### config.mk
export PLATFORM = sky130hd
export DESIGN_NAME = interrupt_report_deque_unit
export DESIGN_NICKNAME = d
export VERILOG_FILES = /design/src/rtl/core/irdq_pkg.sv /design/src/rtl/core/irdq_cell.sv /design/src/rtl/core/irdq_ctrl.sv /design/src/rtl/core/interrupt_report_deque_unit.sv
export SDC_FILE = /design/constraint.sdc
export NUM_CORES = 2
export LEC_CHECK = 0
export ABC_AREA = 1
export ABC_CLOCK_PERIOD_IN_PS = 3100
export BUFFER_PORTS_ARGS = -buffer_cell sky130_fd_sc_hd__buf_4
export CELL_PAD_IN_SITES_DETAIL_PLACEMENT = 1
export CELL_PAD_IN_SITES_GLOBAL_PLACEMENT = 1
export CORE_UTILIZATION = 45
export CTS_CLUSTER_DIAMETER = 60
export DETAILED_ROUTE_END_ITERATION = 10
export GPL_ROUTABILITY_DRIVEN = 0
export PLACE_DENSITY_LB_ADDON = 0.1
export SKIP_CTS_REPAIR_TIMING = 1
export SYNTH_ARGS = -nofsm -noshare
export SYNTH_HDL_FRONTEND = slang
export SYNTH_SLANG_ARGS = --single-unit
### constraint.sdc
create_clock -name clk_i -period 3.1 [get_ports clk_i]
set_input_delay 0.62 -clock clk_i [delete_from_list [all_inputs] [get_ports clk_i]]
set_output_delay 0.62 -clock clk_i [all_outputs]
set_load 0.01 [all_outputs]
### src/rtl/core/irdq_pkg.sv
`default_nettype none
package irdq_pkg;

  // queue geometry
  localparam int unsigned QUEUE_DEPTH = 64;
  localparam int unsigned IDX_W       = $clog2(QUEUE_DEPTH);
  localparam int unsigned CNT_W       = $clog2(QUEUE_DEPTH + 1);
  localparam int unsigned BYTE_W      = 8;
  localparam int unsigned ENTRY_W     = 2 * BYTE_W;
  localparam int unsigned CFG_IDX_W   = 2;

  // request codes
  typedef enum logic [1:0] {
    REQ_POST    = 2'd0,
    REQ_TAKE    = 2'd1,
    REQ_REQUEUE = 2'd2
  } req_e;

  // configuration register indexes
  typedef enum logic [CFG_IDX_W-1:0] {
    CFG_RESET_CODE   = 2'd0,
    CFG_URGENT_LIMIT = 2'd1,
    CFG_EMPTY_CODE   = 2'd2
  } cfg_idx_e;

  // per-cycle operation broadcast to the cell row
  typedef enum logic [2:0] {
    OP_HOLD    = 3'd0,
    OP_FLUSH   = 3'd1,
    OP_FRONT   = 3'd2,
    OP_BACK    = 3'd3,
    OP_TAKE    = 3'd4,
    OP_REQUEUE = 3'd5
  } cell_op_e;

  typedef struct packed {
    cell_op_e             op;
    logic [CNT_W-1:0]     count;
    logic [ENTRY_W-1:0]   entry;
    logic [ENTRY_W-1:0]   head;
  } cell_ctl_t;

  typedef struct packed {
    logic [1:0]        req_type;
    logic [BYTE_W-1:0] int_code;
    logic [BYTE_W-1:0] unit_num;
  } irdq_in_t;

  typedef struct packed {
    logic [ENTRY_W-1:0] spec_word;
    logic               raise_irq;
    logic               dropped;
  } irdq_out_t;

endpackage
`default_nettype wire

### src/rtl/core/irdq_cell.sv
`default_nettype none
module irdq_cell
  import irdq_pkg::*;
(
  input  wire logic               clk_i,
  input  wire logic [IDX_W-1:0]   idx_i,
  input  wire cell_ctl_t          ctl_i,
  input  wire logic [ENTRY_W-1:0] prev_i,
  input  wire logic [ENTRY_W-1:0] next_i,
  output logic      [ENTRY_W-1:0] entry_o
);

  logic [ENTRY_W-1:0] entry_q;
  logic [ENTRY_W-1:0] entry_d;
  logic [CNT_W-1:0]   pos;
  logic               is_head;

  assign pos     = CNT_W'(idx_i);
  assign is_head = (pos == '0);

  // choose own value, a neighbor's value, a new entry or the head entry
  always_comb begin
    entry_d = entry_q;
    case (ctl_i.op)
      OP_FLUSH: begin
        if (is_head) entry_d = ctl_i.entry;
      end
      OP_FRONT: begin
        entry_d = is_head ? ctl_i.entry : prev_i;
      end
      OP_BACK: begin
        if (pos == ctl_i.count) entry_d = ctl_i.entry;
      end
      OP_TAKE: begin
        entry_d = next_i;
      end
      OP_REQUEUE: begin
        entry_d = (pos + CNT_W'(1) == ctl_i.count) ? ctl_i.head : next_i;
      end
      default: entry_d = entry_q;
    endcase
  end

  always_ff @(posedge clk_i) begin
    entry_q <= entry_d;
  end

  assign entry_o = entry_q;

endmodule
`default_nettype wire

### src/rtl/core/irdq_ctrl.sv
`default_nettype none
module irdq_ctrl
  import irdq_pkg::*;
(
  input  wire logic                 clk_i,
  input  wire logic                 rst_ni,
  input  wire logic                 in_valid_i,
  output logic                      in_ready_o,
  input  wire irdq_in_t             in_data_i,
  output logic                      out_valid_o,
  input  wire logic                 out_ready_i,
  output irdq_out_t                 out_data_o,
  input  wire logic                 cfg_valid_i,
  output logic                      cfg_ready_o,
  input  wire logic [CFG_IDX_W-1:0] cfg_index_i,
  input  wire logic [BYTE_W-1:0]    cfg_data_i,
  input  wire logic [ENTRY_W-1:0]   head_i,
  output cell_ctl_t                 ctl_o
);

  logic [BYTE_W-1:0] reset_code_q, urgent_limit_q, empty_code_q;
  logic [CNT_W-1:0]  count_q, count_d;
  logic              out_valid_q;
  irdq_out_t         out_data_q, res_d;
  logic              accept;
  logic              is_empty, is_full;
  cell_op_e          op;

  assign in_ready_o  = !out_valid_q || out_ready_i;
  assign accept      = in_valid_i && in_ready_o;
  assign cfg_ready_o = 1'b1;
  assign is_empty    = (count_q == '0);
  assign is_full     = (count_q == CNT_W'(QUEUE_DEPTH));

  // configuration registers
  always_ff @(posedge clk_i or negedge rst_ni) begin
    if (!rst_ni) begin
      reset_code_q   <= '0;
      urgent_limit_q <= '0;
      empty_code_q   <= '0;
    end else if (cfg_valid_i) begin
      unique case (cfg_index_i)
        CFG_RESET_CODE:   reset_code_q   <= cfg_data_i;
        CFG_URGENT_LIMIT: urgent_limit_q <= cfg_data_i;
        CFG_EMPTY_CODE:   empty_code_q   <= cfg_data_i;
        default: ;
      endcase
    end
  end

  // request decode: cell operation, new count and result
  always_comb begin
    op      = OP_HOLD;
    count_d = count_q;
    res_d   = '0;
    unique case (in_data_i.req_type)
      REQ_POST: begin
        if (in_data_i.int_code == reset_code_q) begin
          op              = OP_FLUSH;
          count_d         = CNT_W'(1);
          res_d.raise_irq = 1'b1;
        end else if (is_full) begin
          res_d.dropped = 1'b1;
        end else if (in_data_i.int_code <= urgent_limit_q) begin
          op              = OP_FRONT;
          count_d         = count_q + CNT_W'(1);
          res_d.raise_irq = 1'b1;
        end else begin
          op              = OP_BACK;
          count_d         = count_q + CNT_W'(1);
          res_d.raise_irq = is_empty;
        end
      end
      REQ_TAKE: begin
        if (is_empty) begin
          res_d.spec_word = {empty_code_q, BYTE_W'(0)};
        end else begin
          op              = OP_TAKE;
          count_d         = count_q - CNT_W'(1);
          res_d.spec_word = head_i;
          res_d.raise_irq = (count_q != CNT_W'(1));
        end
      end
      REQ_REQUEUE: begin
        if (!is_empty) begin
          op              = OP_REQUEUE;
          res_d.raise_irq = 1'b1;
        end
      end
      default: ;
    endcase
    if (!accept) op = OP_HOLD;
  end

  // fill count
  always_ff @(posedge clk_i or negedge rst_ni) begin
    if (!rst_ni) begin
      count_q <= '0;
    end else if (accept) begin
      count_q <= count_d;
    end
  end

  // output register
  always_ff @(posedge clk_i or negedge rst_ni) begin
    if (!rst_ni) begin
      out_valid_q <= 1'b0;
    end else if (accept) begin
      out_valid_q <= 1'b1;
    end else if (out_ready_i) begin
      out_valid_q <= 1'b0;
    end
  end

  always_ff @(posedge clk_i) begin
    if (accept) begin
      out_data_q <= res_d;
    end
  end

  assign out_valid_o = out_valid_q;
  assign out_data_o  = out_data_q;

  assign ctl_o.op    = op;
  assign ctl_o.count = count_q;
  assign ctl_o.entry = {in_data_i.int_code, in_data_i.unit_num};
  assign ctl_o.head  = head_i;

endmodule
`default_nettype wire

### src/rtl/core/interrupt_report_deque_unit.sv
`default_nettype none
// Pending-interrupt deque. Entries live in a row of QUEUE_DEPTH cells, cell 0
// always holding the head; a front post shifts the row toward the tail, take
// and requeue shift it toward the head, and a back post writes the cell whose
// position equals the fill count. Every request is applied when accepted, so a
// new transaction is accepted each cycle while the registered result is being
// taken; that result is valid in the cycle after acceptance. Configuration writes
// are accepted every cycle; writes to an index beyond the three registers are
// ignored. No clearing pass follows reset: only cells below the fill count are
// ever read.
module interrupt_report_deque_unit
  import irdq_pkg::*;
(
  input  wire logic                 clk_i,
  input  wire logic                 rst_ni,
  input  wire logic                 in_valid_i,
  output logic                      in_ready_o,
  input  wire irdq_in_t             in_data_i,
  output logic                      out_valid_o,
  input  wire logic                 out_ready_i,
  output irdq_out_t                 out_data_o,
  input  wire logic                 cfg_valid_i,
  output logic                      cfg_ready_o,
  input  wire logic [CFG_IDX_W-1:0] cfg_index_i,
  input  wire logic [BYTE_W-1:0]    cfg_data_i
);

  cell_ctl_t          ctl;
  logic [ENTRY_W-1:0] entry [QUEUE_DEPTH];

  // request decode, count and result register
  irdq_ctrl u_ctrl (
    .clk_i       (clk_i),
    .rst_ni      (rst_ni),
    .in_valid_i  (in_valid_i),
    .in_ready_o  (in_ready_o),
    .in_data_i   (in_data_i),
    .out_valid_o (out_valid_o),
    .out_ready_i (out_ready_i),
    .out_data_o  (out_data_o),
    .cfg_valid_i (cfg_valid_i),
    .cfg_ready_o (cfg_ready_o),
    .cfg_index_i (cfg_index_i),
    .cfg_data_i  (cfg_data_i),
    .head_i      (entry[0]),
    .ctl_o       (ctl)
  );

  // row of entry cells
  for (genvar i = 0; i < QUEUE_DEPTH; i++) begin : g_cell
    logic [ENTRY_W-1:0] prev, next;
    if (i == 0) begin : g_first
      assign prev = entry[i];
    end else begin : g_mid_prev
      assign prev = entry[i-1];
    end
    if (i == QUEUE_DEPTH - 1) begin : g_last
      assign next = entry[i];
    end else begin : g_mid_next
      assign next = entry[i+1];
    end

    irdq_cell u_cell (
      .clk_i   (clk_i),
      .idx_i   (IDX_W'(i)),
      .ctl_i   (ctl),
      .prev_i  (prev),
      .next_i  (next),
      .entry_o (entry[i])
    );
  end

endmodule
`default_nettype wire
==> flow_metrics.env <==
export IMPL_track_usage_pct=36.38
export IMPL_yosys_area_share_xor_xnor_pct=0.1206
export IMPL_start_util_pct=45.45
export IMPL_synth_top_family_by_area="simple AND/OR/NAND/NOR gates"
export IMPL_worstPathRequired_ns=3.60
export IMPL_cp_start_kind="register"
export IMPL_grt_pass1_wl_mm=408.2
export IMPL_grt_max_degree=94
export IMPL_rsz0062_at_grt="no"
export IMPL_drt_pass1_iterations=6
export IMPL_portBuffers=52
export IMPL_hold_violations=0
export IMPL_met3_length_mm=21.21
export IMPL_min_period_ns=3.064
export IMPL_synth_area_per_cell_um2=8.726
export IMPL_overflow=0
export IMPL_die_area_um2=146800
export IMPL_drt_wirelength_per_cell_um=29.15
export IMPL_p_per_area_nw_per_um2=623.2
export IMPL_post_dp_hpwl_mm=185.2
export IMPL_cp_arrival_ns=3.56
export IMPL_io_pin_count=54
export IMPL_synthToLayoutAreaGrowth_pct=15.46
export IMPL_route_met2_wl_mm=131.6
export IMPL_nets=7416
export IMPL_drv_cap=0
export IMPL_switching_power_w=0.01537
export IMPL_drt_iter0_drc=6746
export IMPL_yosysUniqueCellTypes=40
export IMPL_yosysSeqAreaShare_pct=49.09
export IMPL_clockPowerShare_pct=34.3
export IMPL_yosys_top_cells_count="nand3_1, nor2_1, edfxtp_1"
export IMPL_clk_pin_slew_ns=0.06
export IMPL_fin_area_um2=75470
export IMPL_worstSetupPathType="register to register"
export IMPL_synth_compound_area_share_pct=20.03
export IMPL_top_layer="met4"
export IMPL_synth_top_flop_cell="edfxtp_1"
export IMPL_cts_tree="yes"
export IMPL_endpoint_kind="register"
export IMPL_finalPower_w=0.04704
export IMPL_die_y_um=383.1
export IMPL_critPathMaxFanout=44
export IMPL_synth_seq_cells=1074
export IMPL_ir_drop_v=0.0005778
export IMPL_wl_met1_mm=108.3
export IMPL_status="completed"
export IMPL_yosysWarnings=0
export IMPL_avgViaCountPerCell=6.826
export IMPL_worst_slew_pin_slew_ns=0.9334
export IMPL_drc=0
export IMPL_cellLeakagePower_nw=29.38
export IMPL_place_area_um2=70880
export IMPL_syn_area_um2=65370
export IMPL_synthArstFlopShare_pct=2.980
export IMPL_fin_crit_sh_pct=98.83
export IMPL_synth_simple_area_share_pct=23.55
export IMPL_synth_fa_ha_area_share_pct=0.2297
export IMPL_cts_root_buf="clkbuf_16"
export IMPL_syn_num_nets=7536
export IMPL_power_frac_seq_pct=43.0
export IMPL_maxSlewViolCount=0
export IMPL_worstSkewPairLatency_ns=0.80
export IMPL_synth_top_area_cell="edfxtp_1"
export IMPL_cts_buffers=142
export IMPL_skew_ns=0.03672
export IMPL_combPwrFrac_pct=22.7
export IMPL_syn_inst=7491
export IMPL_fillers=16322
export IMPL_die_w_um=383.1
export IMPL_htreeDepth=4
export IMPL_synth_edf_count=1042
export IMPL_grt_pass1_vias=64384
export IMPL_hp_class="primary input to register"
export IMPL_p_int_w=0.03167
export IMPL_final_antenna_net_count=0
export IMPL_rows=139
export IMPL_slew_headroom_pct=37.70
export IMPL_drt_total_wl_mm=273.5
export IMPL_setup_tns_ns=0
export IMPL_cts_sinks=1074
export IMPL_netlist_top_cells_area="edfxtp_1, nand3_1, a22oi_1, a21oi_1, nor2_1"
export IMPL_post_route_cells_drive_above_1_share_pct=13.14
export IMPL_cts_buffer_depth=3
export IMPL_fmax_ghz=0.3264
export IMPL_seqCellArea_um2=32090
export IMPL_p_sw_share_pct=32.67
export IMPL_antenna_found_initial=2
export IMPL_yosysTopAreaCellShare_pct=47.87
export IMPL_synthMuxAreaShare_pct=0.2584
export IMPL_setup_viol=0
export IMPL_multiInputGateArea_um2=29130
export IMPL_coreArea_um2=143800
export IMPL_yosysMostFrequentCell="nand3_1"
export IMPL_num_vias=64052
[per-layer routing]
metal / GRT usage, % / vias to the layer above
li1: - / 27715
met1: 46.85 / 32645
met2: 59.89 / 2961
met3: 6.099 / 731
met4: 16.33 / 0
met5: 0 / -
[power groups by stage]
stage | combinational (W) | sequential [W] | clock [W]
finish | 0.0107 | 0.0202 | 0.0161
global route | 0.0116 | 0.0204 | 0.0167
CTS | 0.0105 | 0.0202 | 0.0163
detailed placement | 0.0104 | 0.0204 | 0
global placement | 0.00997 | 0.0204 | 0
floorplan | 0.00667 | 0.0196 | 0
[path summary, 6_finish.rpt]
kind	from	endpoint	cells past startpoint	slack [ns]
worst min-delay path	out_ready_i	u_ctrl.out_valid_o	4	0.15
worst max-delay path	u_ctrl.count_q[0]	g_cell[18].u_cell.entry_o[11]	11	0.04
worst min register to register	u_ctrl.urgent_limit_q[4]	u_ctrl.urgent_limit_q[4]	2	0.49
min in group asynchronous	rst_ni	u_ctrl.empty_code_q[0]	2	0.41
worst max register to register	u_ctrl.count_q[0]	g_cell[18].u_cell.entry_o[11]	11	0.04
max in group asynchronous	rst_ni	u_ctrl.count_q[0]	2	2.30
[logic make-up after synthesis]
logic type,Yosys count
other,1
XOR/XNOR,9
flip-flops,1074
multiplexers,15
adder cells (fa/ha/maj),12
buffers and inverters,1018
AO/OA/AOI/OAI,2105
AND/OR/NAND/NOR,3257
[registers in the layout, indices dropped and copies added, names as in the netlist]
register and cells:
u_ctrl.reset_code_q 8, g_cell.u_cell.entry_o 1024, u_ctrl.empty_code_q 8, u_ctrl.out_data_o 18, u_ctrl.out_valid_o 1, u_ctrl.count_q 7
u_ctrl.urgent_limit_q 8
[stage by stage]
step	hold slack, ns	utilization (%)	setup slack [ns]	instances
3_3_place_gp	0.4698	49.28	-0.1030	9126
5_1_grt	0.1579	52.47	0.002950	9383
2_1_floorplan	0.3244	-	0.1559	7491
3_5_place_dp	0.4763	49.28	-0.1097	9126
6_report	0.1465	52.47	0.03631	9384
4_1_cts	-0.2188	52.35	-0.1084	9379
[worst max-delay path, cell delays in order, from the launching register on]
cell and delay [ns]:
dfrtp_1 0.43, inv_1 0.15, ha_1 0.20, inv_2 0.10, nor2_2 0.15, nand2_2 0.16
nand4_1 0.12, buf_4 0.16, clkinv_8 0.21, buf_16 0.29, a22oi_1 0.59, nand3_1 0.17
[cell type report]
class,count,area share [%]
Inverter,166,0.9002
Antenna cell,1,0.003316
Tap cell,1903,3.155
Multi-Input combinational cell,5399,38.60
Timing Repair Buffer,588,8.961
Sequential cell,1074,42.52
Clock inverter,74,0.8140
Clock buffer,179,5.046
[cell usage in the layout (no fill, tap or decap), types with 2 or more instances in the layout]
| cell | synthesis | routed |
|---|---|---|
| nand3_1 | 1940 | 1938 |
| edfxtp_1 | 1042 | 1042 |
| nor2_1 | 1049 | 1010 |
| a22oi_1 | 992 | 988 |
| a21oi_1 | 975 | 975 |
| buf_4 | 6 | 399 |
| buf_12 | 1 | 173 |
| clkbuf_16 | 0 | 149 |
| nand2_1 | 143 | 142 |
| inv_1 | 142 | 140 |
| o21ai_0 | 107 | 107 |
| nand3_2 | 90 | 90 |
| nor2_2 | 2 | 41 |
| dfrtp_1 | 32 | 32 |
| clkbuf_1 | 494 | 31 |
| clkinv_1 | 2 | 26 |
| o21a_1 | 23 | 23 |
| clkinv_2 | 0 | 22 |
| mux2_2 | 15 | 15 |
| inv_4 | 0 | 14 |
| ha_1 | 12 | 12 |
| inv_6 | 0 | 12 |
| nand4_1 | 10 | 10 |
| xor2_1 | 9 | 9 |
| nand4_4 | 0 | 9 |
| bufinv_16 | 0 | 8 |
| inv_2 | 22 | 7 |
| buf_6 | 11 | 7 |
| clkinvlp_4 | 0 | 6 |
| buf_16 | 0 | 6 |
| a22oi_2 | 0 | 4 |
| nand2_4 | 2 | 3 |
| nand2_2 | 3 | 3 |
| nor3_4 | 1 | 2 |
| nand4_2 | 11 | 2 |
| nand3_4 | 0 | 2 |
| inv_8 | 0 | 2 |
| nor3_1 | 4 | 2 |
| o22ai_1 | 2 | 2 |
| clkinv_4 | 0 | 2 |
(Power assumes the default switching activity.)
